--- config.mk ---
export PLATFORM = sky130hd
export DESIGN_NAME = vlmr_front
export DESIGN_NICKNAME = d
export VERILOG_FILES = /design/src/sv/vlmr_pkg.sv /design/src/sv/vlmr_front.sv
export SDC_FILE = /design/constraint.sdc
export NUM_CORES = 1
export LEC_CHECK = 0
export BUFFER_PORTS_ARGS = -buffer_cell sky130_fd_sc_hd__buf_2
export CORE_ASPECT_RATIO = 2
export CORE_MARGIN = 5
export CORE_UTILIZATION = 55
export DETAILED_ROUTE_END_ITERATION = 16
export GPL_ROUTABILITY_DRIVEN = 0
export HOLD_SLACK_MARGIN = 0.1
export PLACE_DENSITY = 0.83
export SYNTH_ARGS = -nofsm -noshare
export SYNTH_HDL_FRONTEND = slang
export SYNTH_SLANG_ARGS = --single-unit
--- constraint.sdc ---
create_clock -name clk -period 4.2 [get_ports clk]
set_input_delay 0.84 -clock clk [delete_from_list [all_inputs] [get_ports clk]]
set_output_delay 0.84 -clock clk [all_outputs]
set_load 0.02 [all_outputs]
--- src/sv/vlmr_pkg.sv ---
// Shared types and constants of the variable-length message ring.
package vlmr_pkg;
	localparam int HEADER_BYTES = 4;

	typedef enum logic [2:0] {
		OP_RESERVE = 3'd0,
		OP_WRITE   = 3'd1,
		OP_COMMIT  = 3'd2,
		OP_PEEK    = 3'd3,
		OP_READ    = 3'd4,
		OP_RELEASE = 3'd5
	} op_t;

	typedef enum logic [1:0] {
		ST_OK    = 2'd0,
		ST_NOSPC = 2'd1,
		ST_EMPTY = 2'd2,
		ST_SEQ   = 2'd3
	} status_t;

	// one request as queued between front and back
	typedef struct packed {
		logic [2:0]  op;
		logic [11:0] msg_len;
		logic [7:0]  data_byte;
	} req_t;

	// one result
	typedef struct packed {
		logic [1:0]  status;
		logic [11:0] length_out;
		logic [7:0]  byte_out;
		logic        last_byte;
	} rsp_t;

	typedef enum logic [3:0] {
		EX_IDLE,
		EX_DECIDE,
		EX_MARK,
		EX_HDR_WR,
		EX_RD_ADDR,
		EX_RD_WAIT,
		EX_RD_DATA,
		EX_HDR_RD,
		EX_OUT
	} ex_state_t;
endpackage

--- src/sv/vlmr_front.sv ---
// Input side: two-entry request queue between the input port and the executor.
module vlmr_front (
	input  logic          clk,
	input  logic          arst_n,
	input  logic          in_valid,
	output logic          in_ready,
	input  vlmr_pkg::req_t in_req,
	output logic          q_valid,
	input  logic          q_pop,
	output vlmr_pkg::req_t q_req
);
	import vlmr_pkg::*;

	req_t       buf_q [2];
	logic       wp_q, rp_q;
	logic [1:0] cnt_q;
	logic       push;

	assign in_ready = (cnt_q != 2'd2);
	assign push     = in_valid && in_ready;
	assign q_valid  = (cnt_q != 2'd0);
	assign q_req    = buf_q[rp_q];

	always_ff @(posedge clk) begin
		if (push) begin
			buf_q[wp_q] <= in_req;
		end
	end

	always_ff @(posedge clk or negedge arst_n) begin
		if (!arst_n) begin
			wp_q  <= 1'b0;
			rp_q  <= 1'b0;
			cnt_q <= 2'd0;
		end else begin
			if (push) begin
				wp_q <= ~wp_q;
			end
			if (q_pop && q_valid) begin
				rp_q <= ~rp_q;
			end
			cnt_q <= cnt_q + 2'(push) - 2'(q_pop && q_valid);
		end
	end

`ifndef SYNTHESIS
	a_no_over: assert property (@(posedge clk) disable iff (!arst_n)
		cnt_q == 2'd2 |-> !in_ready) else $error("queue overflow");
	a_no_under: assert property (@(posedge clk) disable iff (!arst_n)
		q_pop |-> q_valid) else $error("pop from empty queue");
	a_cnt_range: assert property (@(posedge clk) disable iff (!arst_n)
		cnt_q != 2'd3) else $error("queue count out of range");
`endif
endmodule

---- After elaboration in Yosys (flattened, before gate mapping) ----
Memories as Yosys holds them, arrays and structs flattened.
Index checks and enable logic that the tools add are counted.
cells by class
  eq/ne operators ......................... 1
  bitwise logic cells ..................... 2
  add/sub/neg operators ................... 2
  reduce and logical (&&, ||, !) cells .... 3
  multiplexer cells ....................... 2
operators with widths
  cell                                           count
  2-bit by 1-bit adder with 2-bit output         1
  1-bit logical AND                              2
  1-bit two-way mux                              2
  2-bit inequality test (second input constant)  1
  1-bit inverter                                 2
  2-bit nonzero test                             1
  2-bit by 1-bit subtractor with 2-bit output    1
word-level totals
  register bits after elaboration ......... 4
  memories kept ........................... 1
  word-level logic and storage cells ...... 14
  bits in writable memories ............... 46
memory list
  memory  words  bits a word  read ports  clocked after Yosys merged registers in  write ports  line              RTL
  buf_q   2      23           1           0                                        1            vlmr_front.sv:14  req_t buf_q [2];

---- Depth between registers and ports, before layout ----
Gate-level depths: netlist of the first run.
  word-level depth ........................ 4
  depth in mapped cells ................... 7
  mapped depth without buffers ............ 7

---- Worst setup path after synthesis of the first run ----
OpenSTA, ideal clock, no wires.
  path kind ............................... input-to-reg
  start point ............................. in in_valid
  end point ............................... mem buf_q[0][0] in the netlist's numbering (enable)
  stages .................................. 2
  data arrival time ....................... 1.925 ns
  setup slack ............................. 1.873 ns
  data required time ...................... 3.797 ns
  library setup time ...................... 0.403 ns
  cells stage by stage .................... nand2_1 > nor2_1
between the ends
  word-level cells in the longest chain between the ends .. 3
RTL lines
  what                                     line              RTL
  from (decl)                              vlmr_front.sv:5   input logic in_valid,
  1-bit logical AND                        vlmr_front.sv:20  assign push = in_valid && in_ready;
  1-bit two-way mux                        vlmr_front.sv:25  if (push) begin
  1-bit two-way mux (implied by the code)  vlmr_front.sv:26  buf_q[wp_q] <= in_req;
  to (decl)                                vlmr_front.sv:14
No other way between the ends.

==> results of run 1 <==
[critical path: cells and delay by family (launching register included)]
| family | cells | cell delay (ps) |
|---|---|---|
| buffers and inverters | 2 | 530 |
| flip-flops | 1 | 370 |
| multiplexers | 1 | 370 |
[sequential cells by signal, summed over array words and instances (netlist names)]
signal  flops
cnt_q       2
rp_q        1
wp_q        1
buf_q      46
[Yosys cell counts]
master    instances  area (sq um)
edfxtp_1         46          1381
mux2_4           19         285.3
dfrtp_1           4         100.1
mux2_1            4         45.04
buf_6             3         33.78
xnor2_1           3         26.28
ha_1              2         25.02
and2_4            1         8.760
and3_1            1         6.260
inv_1             1         3.750
nand2_1           1         3.750
nand2b_1          1         6.260
nor2_1            1         3.750
or2_1             1         6.260
xor2_1            1         8.760
[area by class of cell]
type / count / area (sq um) / share of cell area
Inverter: 1 / 3.754 / 0.001621
Tap cell: 48 / 60.06 / 0.02593
Clock buffer: 8 / 80.08 / 0.03458
Timing Repair Buffer: 52 / 262.8 / 0.1135
Multi-Input combinational cell: 35 / 427.9 / 0.1848
Sequential cell: 50 / 1481 / 0.6397
[worst min-delay path by stage]
stage	startpoint	endpoint	slack, ps	depth (start not counted)
global placement	rp_q	rp_q	460	1
detailed placement	rp_q	rp_q	470	1
global route	arst_n	cnt_q[0]	330	1
floorplan	wp_q	wp_q	460	1
CTS	arst_n	cnt_q[0]	340	1
finish	arst_n	cnt_q[0]	350	1
[power by group]
part           total (mW)  switching [mW]  internal [mW]
Sequential          0.728          0.0394          0.689
Clock               0.249           0.130          0.118
Combinational       0.634           0.356          0.278
Total                1.61           0.526           1.08
[cells in the final DEF (no fill, tap or decap), types with 2 or more instances in the layout]
cell type and n:
mux2_1 4, clkbuf_1 3, edfxtp_1 46, mux2_4 19, xnor2_1 3, dfrtp_1 4
ha_1 2, clkbuf_8 5, buf_2 51
[cells by family (layout without fill, tap and decap cells)]
group / Yosys count / in the layout / synth area share
flip-flops: 50 / 50 / 0.7619
AND/OR/NAND/NOR: 6 / 6 / 0.01802
adder cells (fa/ha/maj): 2 / 2 / 0.01287
multiplexers: 23 / 23 / 0.1699
buffers and inverters: 4 / 61 / 0.01930
XOR/XNOR: 4 / 4 / 0.01802
[through the flow]
step	instance area [sq um]	power [mW]	hold WS (ps)	setup slack, ps	cells
global route	2316	1.697	331.0	1709	194
CTS	2316	1.638	339.2	1765	194
finish	2316	1.610	350.2	1800	194
detailed placement	2236	1.388	467.4	1834	186
floorplan	1944	1.225	460.8	1873	89
global placement	2236	1.344	455.5	1972	186
[layer usage]
| layer | global-route usage | share of wire | routed length [um] |
|---|---|---|---|
| met2 | 0.2416 | 0.57 | 1717 |
| met3 | 0.04769 | 0.075 | 228 |
| met1 | 0.1418 | 0.34 | 1033 |
| met4 | 0.06565 | 0.019 | 57 |
| met5 | 0 | 0 | 0 |
==> run metrics, run 1 <==
outcome=finished clean; power per cell area=695.3 nW/um^2; DRC viols=0; First-pass DRT Iterations=4; max frequency=about 420 MHz; total setup buffers inserted after CTS=0; Remaining Overflow, GRT=0; largest net degree at the start of global routing=24; Yosys reg bits=50; ANT nets after route=0; antenna violations before repair=0; final setup TNS=0 ps; Max-slew headroom=0.2540; I/O Pins=52; CP cell instances=buf_4 > mux2_1 > buf_2; # rows=30; Syn Inst Count=about 90; WP data required=3360 ps; Final #Nets=174; CP startpoint kind=register; Largest stage delay, worst path=370 ps; RSZ-0062 raised after global routing=no; GR Util All Layers=0.1385; FILL cells=~250; Crit Path Category=reg2out; number of port buffers=51; final wirelength=3036 um; worst r2r path cells=3; Worst Setup EP=q_req[1]; CTS-repair resized insts=0; worst hold-check path type=in2async; Area Overhead vs Synth=19.11%; Final Util=0.6780; DR vias/cell=around 4.9; DR vias=956; DIE AREA=between 4000 and 5000 sq um; Starting Density=0.5692; crit-path max FO=23; clk_skew=7.639 ps; Final Hold Violating Endpoints=0; Worst Tran Pin Value=1118 ps; total CTS buffers=5; max-slew violation count=0; hold_buf cts=0; synth warn=0; first-pass GRT wire length=roughly 4800 um; Mapped Area=1944 sq um; vias in the first global route=1042; post-layout min period=2400 ps; Mapped Nets=118; wire length per cell=15.65 um; CTS max path bufs=2; clock latency on the worst-skew pair=just under 300 ps; LEAKAGE=0.9396 nW; DIE WIDTH=roughly 52 um; final setup fails=0; Seq/Total Area, Yosys=0.7619; Max Cap Viol=0; clk slew on worst S/H paths=roughly 70 ps; CP Data Arrival Time=1560 ps; DR iter-0 viols=26; H-tree depth=2; syn avg cell area=21.85 sq um; CP max-delay cell=dfrtp_1; Worst Setup SP=rp_q; layout cell share with drive strength beyond 1=0.5342; # clock sinks=50; clock root buffer=clkbuf_8; reg2reg end=buf_q[0][15]; Tcrit/Tclk final=0.5714; peak supply drop=0.5601 mV; library cells used by synthesis=15; Post-DP HPWL=about 2300 um; R2R Path Start=cnt_q[0]; CTS tree=yes; nature of the critical path endpoint=output pin; Antenna diodes=0; slack of the worst reg-to-reg path=2280 ps; chip height=94.09 um; CORE AREA=3416 sq um
No activity file was read; power rests on OpenSTA's default activity.
==> run 2, diff against run 1 <==
CORE_UTILIZATION = 51   (was 55)
PLACE_DENSITY = 0.78   (was 0.83)
clock period = 2.4 ns   (was 4.2 ns; I/O delays follow)
==> run 2 against run 1 <==
  * Non-clock buffer count grew 3
  * Clock-buffer cell count fell by 2
  * First-iteration DRC count grew 62%
  * Largest power group unchanged
  * Sequential share of layout area down 1.1 points
  * Core utilization decreased by 3.1 points
  * Global-route usage decreased by 0.75 points
  * Clock power is 92% higher
  * Combinational power grew 78%
  * Total power is 78% higher
  * Via count fell by 1.4%
  * Clock skew shrank 2.1 ps
==> run metrics, run 2 (same netlist as run 1, synthesis figures left out) <==
outcome=finished clean; DIE WIDTH=53.66 um; layout cell share with drive strength beyond 1=0.5570; final setup fails=0; crit-path max FO=23; worst hold-check path type=in2reg; ANT nets after route=0; Max Cap Viol=0; met2 WL post-DR=1768 um; wire length per cell=15.50 um; clock root buffer=clkbuf_8; Area Overhead vs Synth=21.24%; DR iter-0 viols=42; Reg with most FFs=buf_q; Worst Tran Pin Value=427.4 ps; Crit Path Category=reg2out; max reg flops=46; CTS-repair resized insts=0; most frequent cells in the layout=51 x buf_2, 46 x edfxtp_1, 19 x mux2_4; Regs by FF count=buf_q (46), cnt_q (2); FILL cells=280; DR vias=943; total CTS buffers=5; CTS max path bufs=2; Max-slew headroom=0.7147; first-pass GRT wire length=4871 um; worst setup margin=346.7 ps; clk slew on worst S/H paths=90 ps; Final #Nets=177; post-layout min period=between 2000 and 2500 ps; DR vias/cell=around 4.8; chip height=97.32 um; GR Util All Layers=0.1310; hold path depth=1; CTS tree=yes; clock latency on the worst-skew pair=290 ps; max frequency=roughly 500 MHz; vias in the first global route=1036; max-slew violation count=0; routed length on met1=1039 um; I/O Pins=52; CP Data Arrival Time=1570 ps; Tcrit/Tclk final=0.8555; DIE AREA=5222 sq um; Final Hold Violating Endpoints=0; final setup TNS=0 ps; placed cell count=189; DRC viols=0; Antenna diodes=0; antenna violations before repair=0; Starting Density=0.5333; met3 wire len=195 um; peak supply drop=approximately 0.82 mV; nature of the critical path endpoint=output pin; # clock sinks=50; H-tree depth=2; # rows=31; number of port buffers=51; largest net degree at the start of global routing=24; WP data required=about 1900 ps; worst r2r path cells=7; dpl ws=around 630 ps; RSZ-0062 raised after global routing=no; final wirelength=3069 um; power per cell area=~1200 nW/um^2; commonest non-fill, non-tap cell in the layout=buf_2; LEAKAGE=0.9619 nW; CP startpoint kind=register; CORE AREA=roughly 3600 sq um; Cell Count, Final, Fillers Out=198; Remaining Overflow, GRT=0; Final Util=0.6465; clk_skew=5.518 ps; First-pass DRT Iterations=4; Top Metal Used=met4
==> run 2: changes by cell type in the layout (fill, tap and decap cells not counted), sizes merged <==
cell / change
buf: +2
clkbuf: -2
clkinv: +1
clkinvlp: +1
dlygate4sd3: +1
==> run 2: through the flow <==
stage / power (mW) / area, sq um / hold WS [ps]
2_1_floorplan: 2.143 / 1944 / 184.4
3_3_place_gp: 2.376 / 2252 / 286.0
3_5_place_dp: 2.434 / 2252 / 287.3
4_1_cts: 2.923 / 2357 / 359.2
5_1_grt: 3.021 / 2357 / 360.7
6_report: 2.874 / 2357 / 370.8
==> run 2: path summary, 6_finish.rpt <==
kind | startpoint | end | slack (ps)
worst min register to register | rp_q | rp_q | 480
worst min-delay path | in_req[4] | buf_q[1][4] | 370
worst max register to register | cnt_q[1] | cnt_q[1] | 650
max in group asynchronous | arst_n | wp_q | 1760
worst max-delay path | rp_q | q_req[2] | 350
min in group asynchronous | arst_n | rp_q | 520
==> run 2: power by group <==
part	internal [mW]	switching [mW]	total, mW
registers	1.20	0.0697	1.27
clock network	0.231	0.247	0.478
logic	0.501	0.627	1.13
==> run 2: metal layers <==
| layer | global-route usage | vias up |
|---|---|---|
| met5 | 0 | - |
| met4 | 0.06496 | 0 |
| met3 | 0.03226 | 6 |
| met2 | 0.2299 | 32 |
| met1 | 0.1341 | 448 |
| li1 | - | 457 |
==> run 2: final cells by class <==
cell class                      instances  area [sq um]  share of cell area
Clock buffer                            6         82.58             0.03503
Clock inverter                          2         12.51            0.005308
Inverter                                1         3.754            0.001592
Multi-Input combinational cell         35         427.9              0.1815
Sequential cell                        50          1481              0.6284
Tap cell                               49         61.31             0.02601
Timing Repair Buffer                   55         287.8              0.1221
==> run 2: timing repair <==
action                                 4_1_cts  5_1_grt
hold buffers                                 1        0
endpoints found under the hold margin        4        0
buffers inserted                             0        0
==> run 2: worst max-delay path, cell delays in order (launching register included) <==
cell and delay (ps):
dfrtp_1 370, buf_4 370, mux2_1 370, buf_2 160
